[src/sv/vppc_pkg.sv]
`default_nettype none
package vppc_pkg;

	localparam logic OP_WRITE  = 1'b0;
	localparam logic OP_LOOKUP = 1'b1;

	localparam int CFG_IDX_W = 1;
	localparam int CFG_DATA_W = 4;
	localparam logic [CFG_IDX_W-1:0] CFG_DEFAULT_VALID = 1'b0;
	localparam logic [CFG_IDX_W-1:0] CFG_DEFAULT_INDEX = 1'b1;

	localparam logic [7:0] PRIO_NONE = 8'hFF;

	typedef struct packed {
		logic        opcode;
		logic [3:0]  entry_index;
		logic        entry_valid;
		logic        entry_enabled;
		logic [15:0] outer_vlan;
		logic [15:0] outer_mask;
		logic [15:0] inner_vlan;
		logic [15:0] inner_mask;
		logic [15:0] interface_req;
		logic [7:0]  priority_req;
	} req_t;

	typedef struct packed {
		logic       found;
		logic [3:0] profile_index;
		logic       used_default;
	} res_t;

	typedef struct packed {
		logic load;
		logic rd;
		logic write;
		logic finish;
	} ctl_cmd_t;

	typedef struct packed {
		logic last;
	} ctl_sts_t;

endpackage
`default_nettype wire

[src/sv/vppc_ctrl.sv]
`default_nettype none
module vppc_ctrl import vppc_pkg::*; (
	input  wire logic     clk,
	input  wire logic     arst_n,
	input  wire logic     start,
	input  wire logic     op,
	input  wire ctl_sts_t sts,
	output ctl_cmd_t      cmd,
	output logic          busy
);

	localparam logic [2:0] ST_IDLE  = 3'd0;
	localparam logic [2:0] ST_WRITE = 3'd1;
	localparam logic [2:0] ST_SCAN  = 3'd2;
	localparam logic [2:0] ST_FINAL = 3'd3;
	localparam logic [2:0] ST_OUT   = 3'd4;

	logic [2:0] state_q;
	logic [2:0] state_d;

	always_comb begin
		state_d = state_q;
		cmd     = '0;
		case (state_q)
			ST_IDLE: begin
				if (start) begin
					cmd.load = 1'b1;
					state_d  = (op == OP_WRITE) ? ST_WRITE : ST_SCAN;
				end
			end
			ST_WRITE: begin
				cmd.write  = 1'b1;
				cmd.finish = 1'b1;
				state_d    = ST_IDLE;
			end
			ST_SCAN: begin
				cmd.rd = 1'b1;
				if (sts.last) begin
					state_d = ST_FINAL;
				end
			end
			ST_FINAL: begin
				state_d = ST_OUT;
			end
			ST_OUT: begin
				cmd.finish = 1'b1;
				state_d    = ST_IDLE;
			end
			default: begin
				state_d = ST_IDLE;
			end
		endcase
	end

	always_ff @(posedge clk or negedge arst_n) begin
		if (!arst_n) begin
			state_q <= ST_IDLE;
		end else begin
			state_q <= state_d;
		end
	end

	assign busy = (state_q != ST_IDLE);

endmodule
`default_nettype wire

[src/sv/vppc_dp.sv]
`default_nettype none
module vppc_dp import vppc_pkg::*; #(
	parameter int ENTRIES = 16
) (
	input  wire logic                  clk,
	input  wire logic                  arst_n,
	input  wire req_t                  req,
	input  wire ctl_cmd_t              cmd,
	output ctl_sts_t                   sts,
	input  wire logic                  cfg_we,
	input  wire logic [CFG_IDX_W-1:0]  cfg_index,
	input  wire logic [CFG_DATA_W-1:0] cfg_wdata,
	output logic                       done,
	output res_t                       res
);

	localparam int IDX_W = (ENTRIES > 1) ? $clog2(ENTRIES) : 1;

	typedef struct packed {
		logic [15:0] ov;
		logic [15:0] om;
		logic [15:0] iv;
		logic [15:0] im;
		logic        en;
		logic [7:0]  prio;
		logic [15:0] itf;
	} rule_t;

	rule_t             mem_q [ENTRIES];
	logic [ENTRIES-1:0] valid_q;

	req_t             req_q;
	logic [IDX_W-1:0] cnt_q;
	rule_t            rule_s1;
	logic             vld_s1;
	logic             rd_s1;
	logic [IDX_W-1:0] idx_s1;

	logic             found_q;
	logic [7:0]       best_prio_q;
	logic [IDX_W-1:0] best_idx_q;

	logic       def_valid_q;
	logic [3:0] def_index_q;

	logic             done_q;
	res_t             res_q;

	logic [8:0]       w_wide;
	logic [8:0]       d_wide;
	logic [8:0]       b_wide;
	logic             w_in_range;
	logic             d_in_range;
	logic [IDX_W-1:0] w_addr;
	logic [IDX_W-1:0] d_addr;
	logic             ov_ok;
	logic             iv_ok;
	logic             itf_ok;
	logic             hit;
	res_t             res_d;

	assign w_wide     = 9'(req_q.entry_index);
	assign d_wide     = 9'(def_index_q);
	assign b_wide     = 9'(best_idx_q);
	assign w_in_range = (w_wide < 9'(ENTRIES));
	assign d_in_range = (d_wide < 9'(ENTRIES));
	assign w_addr     = w_wide[IDX_W-1:0];
	assign d_addr     = d_wide[IDX_W-1:0];

	assign sts.last = (cnt_q == IDX_W'(ENTRIES - 1));

	// request and scan control
	always_ff @(posedge clk) begin
		if (cmd.load) begin
			req_q <= req;
		end
	end

	always_ff @(posedge clk or negedge arst_n) begin
		if (!arst_n) begin
			cnt_q <= '0;
			rd_s1 <= 1'b0;
		end else begin
			rd_s1 <= cmd.rd;
			if (cmd.load) begin
				cnt_q <= '0;
			end else if (cmd.rd) begin
				cnt_q <= cnt_q + 1'b1;
			end
		end
	end

	// rule table
	always_ff @(posedge clk) begin
		if (cmd.write && w_in_range && req_q.entry_valid) begin
			mem_q[w_addr] <= '{ov: req_q.outer_vlan, om: req_q.outer_mask,
				iv: req_q.inner_vlan, im: req_q.inner_mask,
				en: req_q.entry_enabled, prio: req_q.priority_req,
				itf: req_q.interface_req};
		end
	end

	always_ff @(posedge clk) begin
		if (cmd.rd) begin
			rule_s1 <= mem_q[cnt_q];
			vld_s1  <= valid_q[cnt_q];
			idx_s1  <= cnt_q;
		end
	end

	always_ff @(posedge clk or negedge arst_n) begin
		if (!arst_n) begin
			valid_q <= '0;
		end else if (cmd.write && w_in_range) begin
			valid_q[w_addr] <= req_q.entry_valid;
		end
	end

	// match and priority compare
	assign ov_ok  = (rule_s1.ov == 16'h0) ||
		((req_q.outer_vlan & rule_s1.om) == (rule_s1.ov & rule_s1.om));
	assign iv_ok  = (rule_s1.iv == 16'h0) ||
		((req_q.inner_vlan & rule_s1.im) == (rule_s1.iv & rule_s1.im));
	assign itf_ok = (rule_s1.itf == 16'h0) || (rule_s1.itf == req_q.interface_req);
	assign hit    = rd_s1 && vld_s1 && rule_s1.en && ov_ok && iv_ok && itf_ok &&
		(rule_s1.prio < best_prio_q);

	always_ff @(posedge clk or negedge arst_n) begin
		if (!arst_n) begin
			found_q     <= 1'b0;
			best_prio_q <= PRIO_NONE;
			best_idx_q  <= '0;
		end else if (cmd.load) begin
			found_q     <= 1'b0;
			best_prio_q <= PRIO_NONE;
			best_idx_q  <= '0;
		end else if (hit) begin
			found_q     <= 1'b1;
			best_prio_q <= rule_s1.prio;
			best_idx_q  <= idx_s1;
		end
	end

	// configuration
	always_ff @(posedge clk or negedge arst_n) begin
		if (!arst_n) begin
			def_valid_q <= 1'b0;
			def_index_q <= '0;
		end else if (cfg_we) begin
			case (cfg_index)
				CFG_DEFAULT_VALID: def_valid_q <= cfg_wdata[0];
				CFG_DEFAULT_INDEX: def_index_q <= cfg_wdata;
				default: ;
			endcase
		end
	end

	// result with default fallback
	always_comb begin
		res_d = '0;
		if (req_q.opcode == OP_LOOKUP) begin
			if (found_q) begin
				res_d.found         = 1'b1;
				res_d.profile_index = b_wide[3:0];
			end else if (def_valid_q && d_in_range && valid_q[d_addr]) begin
				res_d.found         = 1'b1;
				res_d.profile_index = def_index_q;
				res_d.used_default  = 1'b1;
			end
		end
	end

	always_ff @(posedge clk or negedge arst_n) begin
		if (!arst_n) begin
			done_q <= 1'b0;
		end else begin
			done_q <= cmd.finish;
		end
	end

	always_ff @(posedge clk) begin
		if (cmd.finish) begin
			res_q <= res_d;
		end
	end

	assign done = done_q;
	assign res  = res_q;

endmodule
`default_nettype wire

[src/sv/vlan_priority_profile_classifier_core.sv]
// Write request: busy in the write state, result strobed on done in the cycle after.
// Lookup request: scans one rule a cycle from the rule memory, busy through the scan,
// final and output states; done is registered from the output state.
// A new request is taken in the done cycle, never while busy. done is a single-cycle
// strobe; the receiver cannot stall it.
// Async reset clears state, config and all rule valid bits; no clearing pass.
`default_nettype none
module vlan_priority_profile_classifier_core import vppc_pkg::*; #(
	parameter int ENTRIES = 16
) (
	input  wire logic                  clk,
	input  wire logic                  arst_n,
	input  wire logic                  start,
	output logic                       busy,
	input  wire req_t                  req,
	output logic                       done,
	output res_t                       res,
	input  wire logic                  cfg_we,
	input  wire logic [CFG_IDX_W-1:0]  cfg_index,
	input  wire logic [CFG_DATA_W-1:0] cfg_wdata
);

	ctl_cmd_t cmd;
	ctl_sts_t sts;

	vppc_ctrl u_ctrl (
		.clk    (clk),
		.arst_n (arst_n),
		.start  (start),
		.op     (req.opcode),
		.sts    (sts),
		.cmd    (cmd),
		.busy   (busy)
	);

	vppc_dp #(
		.ENTRIES (ENTRIES)
	) u_dp (
		.clk       (clk),
		.arst_n    (arst_n),
		.req       (req),
		.cmd       (cmd),
		.sts       (sts),
		.cfg_we    (cfg_we),
		.cfg_index (cfg_index),
		.cfg_wdata (cfg_wdata),
		.done      (done),
		.res       (res)
	);

	a_done_idle: assert property (@(posedge clk) disable iff (!arst_n)
		done |-> !busy)
		else $error("result strobed while busy");

	a_accept_busy: assert property (@(posedge clk) disable iff (!arst_n)
		start && !busy |=> busy)
		else $error("request accepted but block not busy");

	a_default_found: assert property (@(posedge clk) disable iff (!arst_n)
		done && res.used_default |-> res.found)
		else $error("default used without found");

	a_miss_zero: assert property (@(posedge clk) disable iff (!arst_n)
		done && !res.found |-> res.profile_index == 4'h0)
		else $error("non-zero index on miss");

	a_write_result: assert property (@(posedge clk) disable iff (!arst_n)
		start && !busy && req.opcode == OP_WRITE |=> ##1 done && !res.found)
		else $error("write request result wrong");

endmodule
`default_nettype wire
[config.mk]
export PLATFORM = sky130hd
export DESIGN_NAME = vlan_priority_profile_classifier_core
export DESIGN_NICKNAME = d
export VERILOG_FILES = /design/src/sv/vppc_pkg.sv /design/src/sv/vppc_ctrl.sv /design/src/sv/vppc_dp.sv /design/src/sv/vlan_priority_profile_classifier_core.sv
export SDC_FILE = /design/constraint.sdc
export NUM_CORES = 2
export LEC_CHECK = 0
export ABC_AREA = 1
export BUFFER_PORTS_ARGS = -buffer_cell sky130_fd_sc_hd__buf_2
export CORE_ASPECT_RATIO = 1.75
export CORE_MARGIN = 2
export CORE_UTILIZATION = 35
export DETAILED_ROUTE_END_ITERATION = 16
export PLACE_DENSITY = 0.46
export RECOVER_POWER = 50
export SETUP_SLACK_MARGIN = 0.4
export SYNTH_ARGS = -nofsm -noshare
export SYNTH_HDL_FRONTEND = slang
export SYNTH_HIERARCHICAL = 1
export SYNTH_SLANG_ARGS = --single-unit
[constraint.sdc]
create_clock -name clk -period 9.12 [get_ports clk]
set_input_delay 1.368 -clock clk [delete_from_list [all_inputs] [get_ports clk]]
set_output_delay 1.368 -clock clk [all_outputs]
set_load 0.02 [all_outputs]
==> results.sh <==
export IMPL_grt_first_pass_wirelength_um=272700
export IMPL_layout_drive_gt1_share_pct=8.306
export IMPL_multi_input_area_mm2=0.01279
export IMPL_yosys_warnings=6
export IMPL_fin_crit_ns=6.086
export IMPL_intPower_mw=14.57
export IMPL_place_worst_setup_slack_ns=4.886
export IMPL_critical_path_class="flop to flop"
export IMPL_crit_buf_inv=4
export IMPL_ys_ff_latch=1662
export IMPL_ys_top_cells_by_area="edfxtp_1 76%, o21ai_0 6.0%, nor2_1 4.8%, nand2_1 2.1%, o22ai_1 2.0%"
export IMPL_clkPwrFrac_pct=29.8
export IMPL_clkLatencyLatePin_ns=0.80
export IMPL_synth_simple_area_share_pct=8.955
export IMPL_fp_dieH_um=569.7
export IMPL_synth_cell_types=36
export IMPL_grt_max_degree=196
export IMPL_vias=38870
export IMPL_switchingPower_mw=7.698
export IMPL_cts_reportedPaths_clkPinSlew_ns=0.07
export IMPL_initial_core_util_pct=35.20
export IMPL_drc_errors=0
export IMPL_antenna_found_initial=8
export IMPL_dr_pass1_iters=7
export IMPL_viasPerCell=5.374
export IMPL_outcome="finished, violations left"
export IMPL_htree_levels=4
export IMPL_synth_top_cells_by_count="1619 x edfxtp_1, 812 x nor2_1, 767 x o21ai_0"
export IMPL_area_growth_pct=12.73
export IMPL_portBuffers=111
export IMPL_swShare_pct=34.57
export IMPL_n_fill_cell=16970
export IMPL_syn_area_mm2=0.06401
export IMPL_wl_per_cell_um=25.99
export IMPL_numCtsBuffers=165
export IMPL_cpPeakStageDelay_ns=3.21
export IMPL_synth_ff_type="edfxtp_1"
export IMPL_synth_compound_area_share_pct=10.70
export IMPL_synth_top_family_by_area="compound AO/OA/AOI/OAI gates"
export IMPL_seq_area_mm2=0.04971
export IMPL_synth_fa_ha_area_share_pct=0.1564
export IMPL_p_comb_share_pct=25.8
export IMPL_yosysSeqAreaShare_pct=77.65
export IMPL_hold_path_class="flop to flop"
export IMPL_yosysMostFrequentCell="edfxtp_1"
export IMPL_crit_chain="inv_1 -> nand3_1 -> clkinvlp_2 -> buf_4 -> inv_1 -> nor2_1 -> a211oi_1"
export IMPL_violations="max-capacitance violations, max-slew violations"
export IMPL_core_mm2=0.1818
export IMPL_drv_cap=5
export IMPL_rsz0062_at_grt="no"
export IMPL_die_area_mm2=0.1864
export IMPL_pin_count=112
export IMPL_synth_edf_count=1619
export IMPL_finalSetupViolations=0
export IMPL_period_share_pct=66.73
export IMPL_synth_nets=4780
export IMPL_cts_resized=0
export IMPL_syn_instance_count=4668
export IMPL_fin_skew_ns=0.02993
export IMPL_crit_path_start_kind="flop"
export IMPL_drv_slew=193
export IMPL_slew_headroom_pct=-192.9
export IMPL_post_cts_buffers=0
export IMPL_drt_initial_drc_count=2915
export IMPL_root_buffer="clkbuf_16"
export IMPL_postCtsHoldBufs=0
export IMPL_cp_top_family="buffers and inverters"
export IMPL_synthMuxAreaShare_pct=0.01759
export IMPL_worstPathArrival_ns=6.76
export IMPL_ant_nets=0
export IMPL_grt_pass1_vias=38840
export IMPL_required_ns=9.79
export IMPL_pwr_share_seq_pct=44.4
export IMPL_nNetsFinal=4827
export IMPL_rows=207
export IMPL_crit_path_frequent_cell="inv_1"
export IMPL_ir_worst_vdd_mv=0.2563
export IMPL_cts_tree="built"
export IMPL_p_leak_nw=23.06
export IMPL_clk_path_buf_depth=4
export IMPL_synth_top_cell_by_area="edfxtp_1"
export IMPL_synth_xor_area_share_pct=0
export IMPL_max_slew_worst_pin_slew_ns=4.369
export IMPL_gp_congestion=0.7331
export IMPL_gr_total_overflow=0
export IMPL_netlist_area_leader_share_pct=75.96
export IMPL_clock_sinks=1662
export IMPL_worst_slack_ns=3.034
export IMPL_maxClockFrequency_mhz=164.3
export IMPL_crit_path_top_delay_cell="clkinvlp_2"
export IMPL_p_per_area_mw_per_mm2=308.6
export IMPL_tns_ns=0
export IMPL_hold_violations=0
export IMPL_crit_path_max_fanout=65
export IMPL_drt_total_wl_um=188000
export IMPL_async_reset_ff_share_pct=2.587
export IMPL_grt_usage_pct=19.88
export IMPL_crit_path_end_kind="flop"
export IMPL_dieWidth_um=327.3
export IMPL_place_hpwl_um=86270
export IMPL_syn_area_per_cell_um2=13.71
-- final timing paths --
check / startpoint / end / slack (ns) / cells past startpoint
worst max-delay path: u_ctrl/state_q[2] / u_dp/cnt_q[1] / 3.03 / 7
min in group asynchronous: arst_n / u_dp/valid_q[3] / 1.50 / 2
max in group asynchronous: arst_n / u_dp/cnt_q[2] / 5.70 / 2
worst min register to register: u_ctrl/state_q[2] / u_ctrl/state_q[2] / 0.47 / 1
worst min-delay path: u_ctrl/state_q[2] / u_ctrl/state_q[2] / 0.47 / 1
worst max register to register: u_ctrl/state_q[2] / u_dp/cnt_q[1] / 3.03 / 7
-- state kept, by name, summed over array words and instances (netlist names) --
name,count
u_dp/res,6
u_dp/done,1
u_dp/rule_s1,89
u_dp/idx_s1,4
u_dp/mem_q,1424
u_dp/best_idx_q,4
u_dp/req_q,91
u_dp/cnt_q,4
u_dp/found_q,1
u_dp/w_addr,4
u_dp/best_prio_q,8
u_ctrl/state_q,3
u_dp/def_valid_q,1
u_dp/rd_s1,1
u_dp/d_addr,4
u_dp/vld_s1,1
u_dp/valid_q,16
-- placed cells by master (no fill, tap or decap), types with 8 or more instances in the layout --
cell	n
buf_4	41
nand3b_1	21
ha_1	8
inv_2	8
o21ai_0	768
buf_12	14
o211ai_1	32
o22ai_1	208
nor2_4	16
clkinv_2	21
clkbuf_1	76
bufinv_16	12
dfrtp_1	32
o221ai_1	148
inv_1	87
nand2_1	357
edfxtp_1	1619
dfstp_2	8
buf_2	76
nor2_1	796
clkinv_1	30
clkbuf_16	170
a21oi_1	24
nand3_1	197
-- final cells by class --
cell class	instances	share of cell area [%]
Inverter	101	0.5775
Antenna cell	2	0.006936
Clock buffer	204	6.073
Sequential cell	1662	68.90
Multi-Input combinational cell	2612	17.73
Tap cell	2403	4.167
Clock inverter	76	0.9815
Timing Repair Buffer	173	1.561
-- power by group through the flow --
stage | logic (mW) | registers, mW | clock network [mW]
finish | 5.75 | 9.89 | 6.63
global route | 6.44 | 9.94 | 7.04
detailed placement | 5.86 | 10.0 | 0
floorplan | 3.96 | 9.61 | 0
global placement | 5.81 | 10.0 | 0
CTS | 5.87 | 9.87 | 6.79
-- logic make-up after synthesis --
kind of cell    count (synthesis)
mux                             1
simple gates                 1416
flops                        1662
compound gates               1187
fa+ha+maj                       8
buf+inv                       394
-- worst register-to-register path: cells and delay by family, from the launching register on --
| family | cells | cell delay [ns] |
|---|---|---|
| compound gates | 1 | 0.23 |
| simple gates | 2 | 0.20 |
| flops | 1 | 0.37 |
| buf+inv | 4 | 5.16 |
-- through the flow --
stage | instances | hold WS, ns | area (um^2) | utilization, % | power (mW)
finish | 7233 | 0.4651 | 72150 | 39.68 | 22.27
CTS | 7231 | 0.4887 | 72260 | 39.74 | 22.53
floorplan | 4668 | 0.4196 | 64010 | - | 13.57
global route | 7232 | 0.4994 | 72150 | 39.68 | 23.41
global placement | 6951 | 0.4747 | 67170 | 36.94 | 15.84
detailed placement | 6951 | 0.4695 | 67170 | 36.94 | 15.88
-- routing by layer --
metal	wire, um	up-vias	GRT usage [%]
li1	-	17500	-
met3	6917	254	2.130
met1	79930	20220	25.59
met5	11	-	0
met2	96440	886	35.43
met4	4683	2	5.425
(Power assumes the default switching activity.)
